`src/rtl/core/assert_macros.svh`:
```
// Assertion macros shared by the postfix evaluator RTL.
// Needs signals clk and rst_n in the scope of each use.
`ifndef ASSERT_MACROS_SVH
`define ASSERT_MACROS_SVH
`ifndef SYNTH
`define RPN_ASSERT(lbl, prop, msg) \
  lbl: assert property (@(posedge clk) disable iff (!rst_n) prop) else $error(msg);
`define RPN_ASSERT_NEVER(lbl, cond, msg) \
  `RPN_ASSERT(lbl, !(cond), msg)
`else
`define RPN_ASSERT(lbl, prop, msg)
`define RPN_ASSERT_NEVER(lbl, cond, msg)
`endif
`endif

```
`src/rtl/core/rpn_pkg.sv`:
```
// Types and constants of the postfix expression evaluator.
// Used by rpn_stack, rpn_alu and rpn_stack_evaluator; no dependencies.
package rpn_pkg;

  localparam int DATA_W      = 32;
  localparam int MODE_W      = 4;
  localparam int ERR_W       = 2;
  localparam int STACK_DEPTH = 64;
  localparam int SP_W        = $clog2(STACK_DEPTH + 1);
  localparam int ADDR_W      = $clog2(STACK_DEPTH);
  localparam int CNT_W       = $clog2(DATA_W);
  localparam int IN_TDATA_W  = ((MODE_W + DATA_W + 7) / 8) * 8;
  localparam int OUT_TDATA_W = ((DATA_W + ERR_W + 7) / 8) * 8;

  typedef enum logic [MODE_W-1:0] {
    MODE_PUSH = 4'd0,
    MODE_GE   = 4'd1,
    MODE_LE   = 4'd2,
    MODE_EQ   = 4'd3,
    MODE_LT   = 4'd4,
    MODE_GT   = 4'd5,
    MODE_MUL  = 4'd6,
    MODE_DIV  = 4'd7,
    MODE_ADD  = 4'd8,
    MODE_SUB  = 4'd9
  } mode_t;

  typedef enum logic [ERR_W-1:0] {
    ERR_NONE  = 2'd0,
    ERR_UNDER = 2'd1,
    ERR_OVER  = 2'd2,
    ERR_DIV0  = 2'd3
  } err_t;

  typedef struct packed {
    logic push;
    logic pop;
  } stk_req_t;

  typedef struct packed {
    logic over;
    logic under;
  } stk_flags_t;

  typedef struct packed {
    logic  start;
    mode_t op;
  } alu_req_t;

  typedef struct packed {
    logic done;
    logic div0;
  } alu_rsp_t;

endpackage

```
`src/rtl/core/rpn_stack.sv`:
```
// Operand stack: pointer, overflow/underflow checks and the stack memory.
// Depends on rpn_pkg and assert_macros.svh.
`include "assert_macros.svh"
module rpn_stack import rpn_pkg::*; (
  input  logic              clk,
  input  logic              rst_n,
  input  stk_req_t          req,
  input  logic [DATA_W-1:0] wr_data,
  output logic [DATA_W-1:0] rd_data,
  output stk_flags_t        flags
);

  logic [DATA_W-1:0] stack_mem [STACK_DEPTH];
  logic [SP_W-1:0]   sp_r, sp_nxt;
  logic [SP_W-1:0]   sp_dec;
  logic [DATA_W-1:0] rd_q_r;
  logic              rd_ok_r;
  logic              push_ok, pop_ok;

  assign push_ok = req.push && (sp_r < SP_W'(STACK_DEPTH));
  assign pop_ok  = req.pop && (sp_r != '0);
  assign sp_dec  = sp_r - SP_W'(1);

  assign flags.over  = req.push && !push_ok;
  assign flags.under = req.pop && !pop_ok;

  always_comb begin
    sp_nxt = sp_r;
    if (push_ok) begin
      sp_nxt = sp_r + SP_W'(1);
    end else if (pop_ok) begin
      sp_nxt = sp_dec;
    end
  end

  always_ff @(posedge clk) begin
    if (push_ok) begin
      stack_mem[sp_r[ADDR_W-1:0]] <= wr_data;
    end
    if (pop_ok) begin
      rd_q_r <= stack_mem[sp_dec[ADDR_W-1:0]];
    end
  end

  always_ff @(posedge clk) begin
    if (!rst_n) begin
      sp_r    <= '0;
      rd_ok_r <= 1'b0;
    end else begin
      sp_r <= sp_nxt;
      if (req.pop) begin
        rd_ok_r <= pop_ok;
      end
    end
  end

  // an empty-stack pop reads as zero
  assign rd_data = rd_ok_r ? rd_q_r : '0;

  `RPN_ASSERT(a_sp_range, sp_r <= SP_W'(STACK_DEPTH), "stack pointer beyond depth")
  `RPN_ASSERT_NEVER(a_push_pop, req.push && req.pop, "push and pop in one cycle")

endmodule

```
`src/rtl/core/rpn_alu.sv`:
```
// Shared arithmetic unit: compares, add, sub and multiply computed combinationally and registered on start,
// signed divide by 32 one-bit restoring steps. Depends on rpn_pkg.
`include "assert_macros.svh"
module rpn_alu import rpn_pkg::*; (
  input  logic              clk,
  input  logic              rst_n,
  input  alu_req_t          req,
  input  logic [DATA_W-1:0] lhs,
  input  logic [DATA_W-1:0] rhs,
  output alu_rsp_t          rsp,
  output logic [DATA_W-1:0] result
);

  logic              busy_r, fix_r, done_r, div0_r;
  logic [CNT_W-1:0]  cnt_r;
  logic [DATA_W-1:0] rem_r, quo_r, dvs_r, result_r;
  logic              neg_r;
  logic [DATA_W-1:0] quick_res, prod, abs_l, abs_r;
  logic              lhs_lt_rhs, rhs_lt_lhs;
  logic [DATA_W:0]   shifted;
  logic [DATA_W+1:0] diff;

  assign lhs_lt_rhs = $signed(lhs) < $signed(rhs);
  assign rhs_lt_lhs = $signed(rhs) < $signed(lhs);
  assign prod       = lhs * rhs;
  assign abs_l      = lhs[DATA_W-1] ? (~lhs + DATA_W'(1)) : lhs;
  assign abs_r      = rhs[DATA_W-1] ? (~rhs + DATA_W'(1)) : rhs;

  always_comb begin
    case (req.op)
      MODE_GE:  quick_res = {{(DATA_W-1){1'b0}}, !lhs_lt_rhs};
      MODE_LE:  quick_res = {{(DATA_W-1){1'b0}}, !rhs_lt_lhs};
      MODE_EQ:  quick_res = {{(DATA_W-1){1'b0}}, lhs == rhs};
      MODE_LT:  quick_res = {{(DATA_W-1){1'b0}}, lhs_lt_rhs};
      MODE_GT:  quick_res = {{(DATA_W-1){1'b0}}, rhs_lt_lhs};
      MODE_MUL: quick_res = prod;
      MODE_ADD: quick_res = lhs + rhs;
      MODE_SUB: quick_res = lhs - rhs;
      default:  quick_res = '0;
    endcase
  end

  // one restoring step: shift in the next dividend bit, subtract if it fits
  assign shifted = {rem_r, quo_r[DATA_W-1]};
  assign diff    = {1'b0, shifted} - {2'b00, dvs_r};

  always_ff @(posedge clk) begin
    if (!rst_n) begin
      busy_r <= 1'b0;
      fix_r  <= 1'b0;
      done_r <= 1'b0;
      div0_r <= 1'b0;
    end else begin
      done_r <= 1'b0;
      div0_r <= 1'b0;
      if (req.start) begin
        if (req.op == MODE_DIV && rhs != '0) begin
          busy_r <= 1'b1;
        end else begin
          done_r <= 1'b1;
          div0_r <= (req.op == MODE_DIV);
        end
      end else if (busy_r && cnt_r == CNT_W'(DATA_W - 1)) begin
        busy_r <= 1'b0;
        fix_r  <= 1'b1;
      end else if (fix_r) begin
        fix_r  <= 1'b0;
        done_r <= 1'b1;
      end
    end
  end

  always_ff @(posedge clk) begin
    if (req.start) begin
      cnt_r    <= '0;
      rem_r    <= '0;
      quo_r    <= abs_l;
      dvs_r    <= abs_r;
      neg_r    <= lhs[DATA_W-1] ^ rhs[DATA_W-1];
      result_r <= quick_res;
    end else if (busy_r) begin
      cnt_r <= cnt_r + CNT_W'(1);
      if (!diff[DATA_W+1]) begin
        rem_r <= diff[DATA_W-1:0];
        quo_r <= {quo_r[DATA_W-2:0], 1'b1};
      end else begin
        rem_r <= shifted[DATA_W-1:0];
        quo_r <= {quo_r[DATA_W-2:0], 1'b0};
      end
    end else if (fix_r) begin
      result_r <= neg_r ? (~quo_r + DATA_W'(1)) : quo_r;
    end
  end

  assign rsp.done = done_r;
  assign rsp.div0 = div0_r;
  assign result   = result_r;

  `RPN_ASSERT_NEVER(a_start_busy, req.start && (busy_r || fix_r), "start while dividing")

endmodule

```
`src/rtl/core/rpn_stack_evaluator.sv`:
```
// Postfix expression evaluator top level: token sequencer, sticky error
// and result register. Depends on rpn_pkg, rpn_stack, rpn_alu.
//
//   port group | dir | contents
//   in_*       | in  | tdata: mode[3:0], operand_value[35:4]; tlast: end of expression
//   out_*      | out | tdata: expression_value[31:0], error_code[33:32]
//
// A push or no-op token needs only ST_IDLE; an operator passes ST_POPR, ST_POPL, ST_LOAD
// and ST_EXEC, where divide waits while the shared unit runs 32 one-bit restoring steps
// plus a sign fix; a last token adds ST_POPT (pop the top) and ST_EMIT (load the result).
// Tokens are taken while a result waits; a second result holds until it drains.
// Reset (rst_n low, synchronous) empties the stack and clears the error.
`include "assert_macros.svh"
module rpn_stack_evaluator import rpn_pkg::*; (
  input  logic                   clk,
  input  logic                   rst_n,
  input  logic                   in_tvalid,
  output logic                   in_tready,
  input  logic [IN_TDATA_W-1:0]  in_tdata,   // mode[3:0], operand_value[35:4]
  input  logic                   in_tlast,
  output logic                   out_tvalid,
  input  logic                   out_tready,
  output logic [OUT_TDATA_W-1:0] out_tdata   // expression_value[31:0], error_code[33:32]
);

  typedef enum logic [6:0] {
    ST_IDLE = 7'b000_0001,
    ST_POPR = 7'b000_0010,
    ST_POPL = 7'b000_0100,
    ST_LOAD = 7'b000_1000,
    ST_EXEC = 7'b001_0000,
    ST_POPT = 7'b010_0000,
    ST_EMIT = 7'b100_0000
  } state_t;

  state_t            state_r, state_nxt;
  mode_t             mode_r, in_mode;
  logic              last_r;
  logic [DATA_W-1:0] rhs_r;
  err_t              sticky_r, sticky_nxt;
  logic              out_valid_r;
  logic [DATA_W-1:0] out_value_r;
  err_t              out_err_r;
  logic              in_fire, is_op, out_load;

  stk_req_t          stk_req;
  stk_flags_t        stk_flags;
  logic [DATA_W-1:0] stk_wdata, stk_rdata;
  alu_req_t          alu_req;
  alu_rsp_t          alu_rsp;
  logic [DATA_W-1:0] alu_result;

  rpn_stack u_stack (
    .clk     (clk),
    .rst_n   (rst_n),
    .req     (stk_req),
    .wr_data (stk_wdata),
    .rd_data (stk_rdata),
    .flags   (stk_flags)
  );

  rpn_alu u_alu (
    .clk    (clk),
    .rst_n  (rst_n),
    .req    (alu_req),
    .lhs    (stk_rdata),
    .rhs    (rhs_r),
    .rsp    (alu_rsp),
    .result (alu_result)
  );

  assign in_tready = (state_r == ST_IDLE);
  assign in_fire   = in_tvalid && in_tready;
  assign in_mode   = mode_t'(in_tdata[MODE_W-1:0]);
  assign out_load  = (state_r == ST_EMIT) && (!out_valid_r || out_tready);

  always_comb begin
    case (in_mode)
      MODE_GE, MODE_LE, MODE_EQ, MODE_LT, MODE_GT,
      MODE_MUL, MODE_DIV, MODE_ADD, MODE_SUB: is_op = 1'b1;
      default:                                is_op = 1'b0;
    endcase
  end

  always_comb begin
    state_nxt     = state_r;
    stk_req.push  = 1'b0;
    stk_req.pop   = 1'b0;
    stk_wdata     = in_tdata[MODE_W +: DATA_W];
    alu_req.start = 1'b0;
    alu_req.op    = mode_r;
    case (state_r)
      ST_IDLE: begin
        if (in_fire) begin
          if (is_op) begin
            state_nxt = ST_POPR;
          end else begin
            stk_req.push = (in_mode == MODE_PUSH);
            state_nxt    = in_tlast ? ST_POPT : ST_IDLE;
          end
        end
      end
      ST_POPR: begin
        stk_req.pop = 1'b1;
        state_nxt   = ST_POPL;
      end
      ST_POPL: begin
        stk_req.pop = 1'b1;
        state_nxt   = ST_LOAD;
      end
      ST_LOAD: begin
        alu_req.start = 1'b1;
        state_nxt     = ST_EXEC;
      end
      ST_EXEC: begin
        if (alu_rsp.done) begin
          stk_req.push = 1'b1;
          stk_wdata    = alu_result;
          state_nxt    = last_r ? ST_POPT : ST_IDLE;
        end
      end
      ST_POPT: begin
        stk_req.pop = 1'b1;
        state_nxt   = ST_EMIT;
      end
      ST_EMIT: begin
        if (out_load) begin
          state_nxt = ST_IDLE;
        end
      end
      default: state_nxt = ST_IDLE;
    endcase
  end

  // keep only the first error; divide by zero comes before the push of its result
  always_comb begin
    sticky_nxt = sticky_r;
    if (out_load) begin
      sticky_nxt = ERR_NONE;
    end else if (sticky_r == ERR_NONE) begin
      if (alu_rsp.done && alu_rsp.div0) begin
        sticky_nxt = ERR_DIV0;
      end else if (stk_flags.over) begin
        sticky_nxt = ERR_OVER;
      end else if (stk_flags.under) begin
        sticky_nxt = ERR_UNDER;
      end
    end
  end

  always_ff @(posedge clk) begin
    if (!rst_n) begin
      state_r     <= ST_IDLE;
      sticky_r    <= ERR_NONE;
      out_valid_r <= 1'b0;
    end else begin
      state_r  <= state_nxt;
      sticky_r <= sticky_nxt;
      if (out_load) begin
        out_valid_r <= 1'b1;
      end else if (out_tready) begin
        out_valid_r <= 1'b0;
      end
    end
  end

  always_ff @(posedge clk) begin
    if (in_fire) begin
      mode_r <= in_mode;
      last_r <= in_tlast;
    end
    if (state_r == ST_POPL) begin
      rhs_r <= stk_rdata;
    end
    if (out_load) begin
      out_value_r <= stk_rdata;
      out_err_r   <= sticky_r;
    end
  end

  assign out_tvalid = out_valid_r;
  assign out_tdata  = {{(OUT_TDATA_W - DATA_W - ERR_W){1'b0}}, out_err_r, out_value_r};

  `RPN_ASSERT(a_done_in_exec, alu_rsp.done |-> state_r == ST_EXEC, "unit done outside exec")
  `RPN_ASSERT(a_sticky_clear, out_load |=> sticky_r == ERR_NONE, "error not cleared on result")

endmodule
```
`config.mk`:
```
export PLATFORM = sky130hd
export DESIGN_NAME = rpn_stack_evaluator
export DESIGN_NICKNAME = d
export VERILOG_FILES = /design/src/rtl/core/rpn_pkg.sv /design/src/rtl/core/rpn_stack.sv /design/src/rtl/core/rpn_alu.sv /design/src/rtl/core/rpn_stack_evaluator.sv
export VERILOG_INCLUDE_DIRS = /design/src /design/src/rtl/core
export SDC_FILE = /design/constraint.sdc
export NUM_CORES = 2
export LEC_CHECK = 0
export ABC_CLOCK_PERIOD_IN_PS = 14000
export BUFFER_PORTS_ARGS = -buffer_cell sky130_fd_sc_hd__buf_2
export CAP_MARGIN = 20
export CORE_MARGIN = 2
export CORE_UTILIZATION = 45
export CTS_CLUSTER_SIZE = 16
export DETAILED_ROUTE_END_ITERATION = 8
export PLACE_DENSITY_LB_ADDON = 0.12
export SLEW_MARGIN = 5
export SYNTH_ARGS = -nofsm -noshare
export SYNTH_HDL_FRONTEND = slang
export SYNTH_SLANG_ARGS = --single-unit
```
`constraint.sdc`:
```
create_clock -name clk -period 14 [get_ports clk]
set_input_delay 2.8 -clock clk [delete_from_list [all_inputs] [get_ports clk]]
set_output_delay 2.8 -clock clk [all_outputs]
set_load 0.02 [all_outputs]
```
# --- After elaboration in Yosys (flattened, before gate mapping) ---
# Memories as Yosys holds them, arrays and structs flattened. A register that Yosys moved wholly into a read port is not among the register bits.
# Index checks and enable logic that the tools add are counted.
word_totals:
  mem_bits_rw: 2048
  wordCells: 141
  in_bits: 45
  mem_bits_ro: 16
  ff_bits: 227
  memories: 2
classes:
  muxes: 44
  multipliers: 1
  magnitude_cmp: 3
  add_sub_neg: 9
  n_bitwise: 6
  eq_ne: 23
  reduce_logical: 32
memory_table:
  columns: ["memory", "depth", "word_bits", "rd", "rd_ports_with_merged_regs", "write_ports", "line", "text"]
  rows:
  - ["u_stack.stack_mem", 64, 32, 1, 1, 1, "rpn_stack.sv:13", "logic [DATA_W-1:0] stack_mem [STACK_DEPTH];"]
  - ["(name not given)", 16, 1, 1, 0, 0, "rpn_stack_evaluator.sv:78", "case (in_mode)"]
op_table:
  columns: ["op", "count"]
  rows:
  - ["32-bit 2-to-1 mux", 11]
  - ["32-bit case mux with 8 select lines", 1]
  - ["32-bit by 1-bit adder with 32-bit output (second input constant)", 3]
  - ["32-bit NOT", 3]
  - ["32-bit < comparator", 2]
  - ["7-bit case mux with 7 select lines", 1]
  - ["7-bit 2-to-1 mux", 5]
  - ["33-bit by 32-bit subtractor with 34-bit output", 1]
  - ["32-bit adder", 1]
  - ["32-bit == test", 1]
  - ["32-bit by 32-bit multiplier with 32-bit output", 1]
  - ["32-bit nonzero test", 1]
  - ["32-bit subtractor", 1]
  - ["31-bit 2-to-1 mux", 1]
  - ["1-bit 2-to-1 mux", 18]
  - ["6-bit 2-to-1 mux", 3]
  - ["4-bit by 3-bit == test with 1-bit output (second input constant)", 4]
  - ["2-bit nonzero test", 5]
  - ["1-bit logical AND", 9]
  - ["4-bit by 2-bit == test with 1-bit output (second input constant)", 2]
  - ["4-bit == test (second input constant)", 2]
  - ["7-bit by 1-bit adder with 7-bit output (second input constant)", 1]
  - ["7-bit by 1-bit == test with 1-bit output (second input constant)", 1]
  - ["7-bit by 2-bit == test with 1-bit output (second input constant)", 1]
  - ["26 further kinds", 39]

# --- Logic depth before layout (Yosys ltp) ---
depth:
  depth_word: 9
  ltp_mapped: 32

# --- By module ---
# From an unflattened synthesis, not the netlist that was laid out.
unflattened:
  hier_cells: 6930
  area_unflattened_um2: 111185.4
by_module_without_submodules:
  columns: ["module", "seq_area_each_um2", "area_per_inst_um2", "n_inst", "cells_each"]
  rows:
  - ["rpn_stack", 62620.1, 79932.9, 1, 3438]
  - ["rpn_alu", 3733.6, 27961.8, 1, 3298]
  - ["rpn_stack_evaluator", 2332.2, 3290.7, 1, 194]

# --- Worst setup path after synthesis ---
# No wires, ideal clock.
synth_path:
  kind: "reg2reg"
  from: "register u_stack.rd_ok_r"
  to: "register u_alu.result_r[31] (netlist: u_alu.result[31]), data pin"
  arrival_ns: 7.565
  stages_incl_launch_ff: 31
  slack_ns: 6.170
  setup_ns: 0.265
  required_time_ns: 13.735
  period_less_slack_ns: 7.830
  path_cell_list: "dfxtp_1 -> clkbuf_1 -> clkbuf_1 -> and2_1 -> clkbuf_1 -> inv_1 -> clkbuf_1 -> nor2_1 -> fa_1 -> fa_1 -> fa_1 -> inv_1 -> fa_1 -> inv_1 -> fa_1 -> inv_1 -> fa_1 -> inv_1 -> fa_1 -> fa_1 -> ha_1 -> nor3_1 -> or3_1 -> a221o_1 -> a21oi_1 -> o31ai_1 -> o21ai_0 -> nor4_1 -> a21oi_1 -> xnor2_1 -> o211ai_1"
synth_via:
  elab_chain_len: 4
  word_cells_on_any_way: 6
  cone_classes: "2 x add/sub; 1 x mul; 3 x mux"
synth_lines:
  columns: ["item", "line", "text"]
  rows:
  - ["from (decl)", "rpn_stack.sv:17", "logic rd_ok_r;"]
  - ["from (signal assigned)", "rpn_stack.sv:52", "rd_ok_r <= pop_ok;"]
  - ["32-bit 2-to-1 mux (*)", "rpn_stack.sv:58", "assign rd_data = rd_ok_r ? rd_q_r : '0;"]
  - ["named net stk_rdata[11]", "rpn_stack_evaluator.sv:48", "logic [DATA_W-1:0] stk_wdata, stk_rdata;"]
  - ["32-bit by 32-bit multiplier with 32-bit output, or another cell as far along", "rpn_alu.sv:25", "assign prod = lhs * rhs;"]
  - ["32-bit case mux with 8 select lines (*)", "rpn_alu.sv:30", "case (req.op)"]
  - ["32-bit 2-to-1 mux (*)", "rpn_alu.sv:74", "if (req.start) begin"]
  - ["to (signal assigned)", "rpn_alu.sv:80", "result_r <= quick_res;"]
  - ["to (signal assigned)", "rpn_alu.sv:91", "result_r <= neg_r ? (~quo_r + DATA_W'(1)) : quo_r;"]
  - ["to (decl)", "rpn_alu.sv:16", "logic [DATA_W-1:0] rem_r, quo_r, dvs_r, result_r;"]
# Mark *: on every way through the listed nets, which the timed path passes. The rest lies on a longest branch.
# A chain may end at the register's enable or synchronous reset.

# --- Final worst setup path ---
layout_path:
  from: "register u_stack.rd_ok_r"
  to: "register u_alu.result_r[29] (netlist: u_alu.result[29]), data pin"
layout_via:
  elab_chain_len: 4
  word_cells_on_any_way: 6
  cone_classes: "2 x add/sub; 1 x mul; 3 x mux"
layout_lines:
  columns: ["item", "line"]
  rows:
  - ["32-bit 2-to-1 mux (*)", "rpn_stack.sv:58"]
  - ["32-bit by 32-bit multiplier with 32-bit output, or another cell as far along", "rpn_alu.sv:25"]
  - ["32-bit case mux with 8 select lines (*)", "rpn_alu.sv:30"]
  - ["32-bit 2-to-1 mux (*)", "rpn_alu.sv:74"]
# Mark *: on every way between the ends. The rest lies on a longest branch, timed or not.

==> summary.txt <==
Pwr
  • Leak pwr: about 0.042 uW
  • Peak supply drop: between 0.0001 and 0.00015 V
  • Pwr per Cell Area: around 120 nW/um^2
  • Total power: between 10000 and 15000 uW

Synthesis
  • Netlist cell types: 85
  • Post-Syn Instances: between 6000 and 7000
  • Fraction of registers with async set/reset: 0%
  • Synth warn: 0
  • Synth Flop Type: edfxtp_1
  • Seq/Total Area, Yosys: a little over 60%
  • Number of synthesized flops with an enable pin: ~2200
  • Post-Syn Area: 110500 um^2
  • Synth Area per Inst: ~17 um^2
  • Yosys reg bits: between 2000 and 2500

Detailed routing
  • Pre-Repair DR Iteration Count: 5
  • DRT Wirelength: ~320000 um
  • DR vias: approximately 61000
  • Antenna Nets Post-Route: 0
  • WL/cell: about 32 um
  • DRC violation total after the first TritonRoute iteration: roughly 6400
  • Routed vias/inst: 5.946
  • Remaining routing DRC violations: 0

STA
  • Setup TNS: 0 ns
  • Final setup skew: around 0.11 ns
  • Period minus WS final: approximately 9.6 ns
  • Slew @ Worst Pin: 1.088 ns
  • Final Setup Violations: 0
  • Final Hold Fails: 0
  • Fin crit share: approximately 69%
  • Max Freq: slightly above 100 MHz
  • RSZ-0062 raised after global routing: no
  • Max-slew headroom: between 20 and 30%
  • Final Slew Violations: 0

GRT
  • First-pass GRT wire length: around 460000 um
  • Largest net degree at the start of global routing: 134
  • Initial antenna violation count: 11
  • All-Layer GR Usage: 26.06%
  • Grt ovf: 0
  • Vias in the first global route: about 62000

Clocking
  • Post-cts sizing count: 0
  • CTS Sinks: 2307
  • CTS tree: built
  • Post-CTS Setup Inserts: 0
  • Total CTS buffers: roughly 230
  • H-tree Lvls: 4
  • Clock-pin slew on the worst setup and hold paths: 0.06 ns
  • Clock latency on the worst-skew pair: 0.91 ns
  • # hold bufs at CTS: 0
  • Root Driver: clkbuf_16
  • CTS max path bufs: 3

Final layout
  • Layout cell share with drive strength beyond 1: about a fifth
  • Layout net count: about 7500
  • # fillers: roughly 20000
  • Area delta synth->final: 12.05%

Critical path
  • Crit Path Category: flop to flop
  • CP Launch Type: flop
  • Top cell by count, worst path: fa_1
  • Crit path max fanout: 39
  • Worst path max stage delay: 0.86 ns
  • Crit-path slowest cell: o31ai_1
  • Crit path DAT: about 10 ns
  • CP endpoint kind: flop
  • CP required: 14.57 ns

Run
  • Max Cap Violations: 0

Floorplanning
  • Initial core utilization: a little under half
  • Row Count: 181
  • I/O pin cnt: between 80 and 90
  • Die area: about 250000 um^2
  • Die width: ~500 um
  • Core ar.: about 240000 um^2
  • Die Y-Extent: 499.6 um

Placement
  • Port bufs: between 70 and 80
  • Placer Congestion: approximately 0.95
  • Post-DP HPWL: around 200000 um

Status
  • Status: complete, no violations

Hold path
  • Worst Hold Class: flop to flop
==> cell type report <==
| cell class | instances | area [um^2] | area share [%] |
|---|---|---|---|
| flip-flops and latches | 2307 | 68690 | 55.46 |
| multi-input cells | 3468 | 39170 | 31.63 |
| clock buffers | 298 | 6187 | 4.996 |
| well taps | 3202 | 4006 | 3.235 |
| repair buffers | 282 | 2311 | 1.866 |
| inverters | 533 | 2001 | 1.615 |
| clock inverters | 143 | 1456 | 1.176 |
| diodes | 9 | 22.52 | 0.01818 |
==> routing by layer <==
| metal | wire length [um] | up-vias | GRT usage (%) |
|---|---|---|---|
| li1 | - | 25480 | - |
| met1 | 135400 | 32670 | 36.24 |
| met2 | 156900 | 2216 | 42.35 |
| met3 | 20730 | 518 | 4.117 |
| met4 | 10980 | 10 | 8.327 |
| met5 | 67 | - | 0 |
==> cells in the final DEF (no fill, tap or decap), types with 26 or more instances in the layout <==
| master | count |
|---|---|
| edfxtp_1 | 2248 |
| mux4_2 | 672 |
| inv_1 | 511 |
| nor2_1 | 458 |
| fa_1 | 411 |
| nand2_1 | 370 |
| ha_1 | 258 |
| clkbuf_16 | 235 |
| a21oi_1 | 185 |
| buf_4 | 174 |
| o21ai_0 | 171 |
| xnor2_1 | 154 |
| xor2_1 | 81 |
| buf_2 | 77 |
| clkinv_1 | 65 |
| nor2_4 | 64 |
| dfxtp_1 | 57 |
| clkbuf_1 | 56 |
| clkinv_2 | 49 |
| o31ai_1 | 45 |
| nor3_1 | 39 |
| mux2_2 | 37 |
| and2_1 | 36 |
| a21o_1 | 35 |
| nand3_1 | 33 |
| nand2b_1 | 30 |
| buf_12 | 29 |
| or3_1 | 26 |
==> worst paths after layout <==
kind / from / endpoint / slack [ns] / cells past startpoint
setup / recovery: u_stack.rd_ok_r$_SDFFE_PN0P_ / u_alu.result[29]$_DFFE_PP_ / 4.37 / 27
hold / removal: sticky_r[0]$_SDFFE_PP0P_ / out_err_r[0]$_DFFE_PP_ / 0.47 / 0
setup reg to reg: u_stack.rd_ok_r$_SDFFE_PN0P_ / u_alu.result[29]$_DFFE_PP_ / 4.37 / 27
hold reg to reg: sticky_r[0]$_SDFFE_PP0P_ / out_err_r[0]$_DFFE_PP_ / 0.47 / 0
==> flip-flops by register name, summed over array words and instances, names as in the netlist, 2 cells and up <==
| register | count |
|---|---|
| out_err_r | 2 |
| u_stack.sp_r | 7 |
| u_stack.rd_q_r | 32 |
| state_r | 7 |
| sticky_r | 2 |
| u_stack.stack_mem | 2048 |
| mode_r | 4 |
| u_alu.dvs_r | 32 |
| rhs_r | 32 |
| u_alu.quo_r | 32 |
| u_alu.cnt_r | 5 |
| out_value_r | 32 |
| u_alu.result | 32 |
| u_alu.rem_r | 32 |
==> worst max-delay path: cells and delay by family, from the launching register on <==
family	cells	cell delay, ns
adders and majority gates	9	3.55
AOI/OAI and AO/OA	6	2.57
buffers and inverters	7	1.61
and+or+nand+nor	4	1.06
DFF	1	0.31
xor gates and xnor gates	1	0.19
==> per-stage QoR <==
step / cell area, um^2 / hold WS, ns / utilization, % / setup slack [ns] / std cells
CTS: 123300 / 0.4618 / 50.62 / 4.439 / 10210
detailed placement: 115700 / 0.4540 / 47.48 / 4.476 / 9768
finish: 123800 / 0.4684 / 50.82 / 4.369 / 10240
global route: 123800 / 0.4963 / 50.82 / 4.137 / 10230
global placement: 115700 / 0.4503 / 47.47 / 4.602 / 9766
floorplan: 110600 / 0.4316 / - / 6.170 / 6645
==> where the power goes <==
group	switching (uW)	leakage, uW	internal (uW)
Sequential	13.6	0.0208	7580
Clock	2710	0.00371	3500
Combinational	708	0.0172	393
==> synth_stat cells (15+ instances only) <==
cell type  instances  area [um^2]
or3_1             26        162.7
nand2_1          371         1393
nand2b_1          30        187.7
a21oi_1          185        925.9
clkbuf_1         256        960.9
ha_1             259         3241
a211oi_1          22        165.2
inv_1            513         1926
nor4_1            18        112.6
mux4_2           672        15130
nand3_1           33        165.2
xor2_1            83        727.0
o21ai_0          172        860.8
and2_1            36        225.2
dfxtp_1           59         1181
nor2b_1           21        131.4
edfxtp_1        2248        67500
nor2_1           522         1959
nor3_1            40        200.2
o21bai_1          23        172.7
o21a_1            18        135.1
buf_1             70        262.8
clkinv_1          16        60.06
a21o_1            35        262.8
o31ai_1           45        337.8
xnor2_1          156         1366
fa_1             411         8228
mux2i_1           16        160.2
nand4_1           16        100.1
a31oi_1           15        93.84
mux2_2            37        416.7
o22ai_1           18        112.6
o41ai_1           16        140.1
==> kinds of logic (layout without fill, tap and decap cells) <==
group           after synthesis  count (layout)  synth area share (%)
mux                         725             725                 14.21
simple gates               1183            1183                 4.723
other cells                   1              15              0.003393
buf+inv                     870            1256                 2.986
xor+xnor                    239             239                 1.894
fa+ha+maj                   670             670                 10.38
flops                      2307            2307                 62.14
compound gates              645             645                 3.665
No activity file was read; power rests on OpenSTA's default activity.
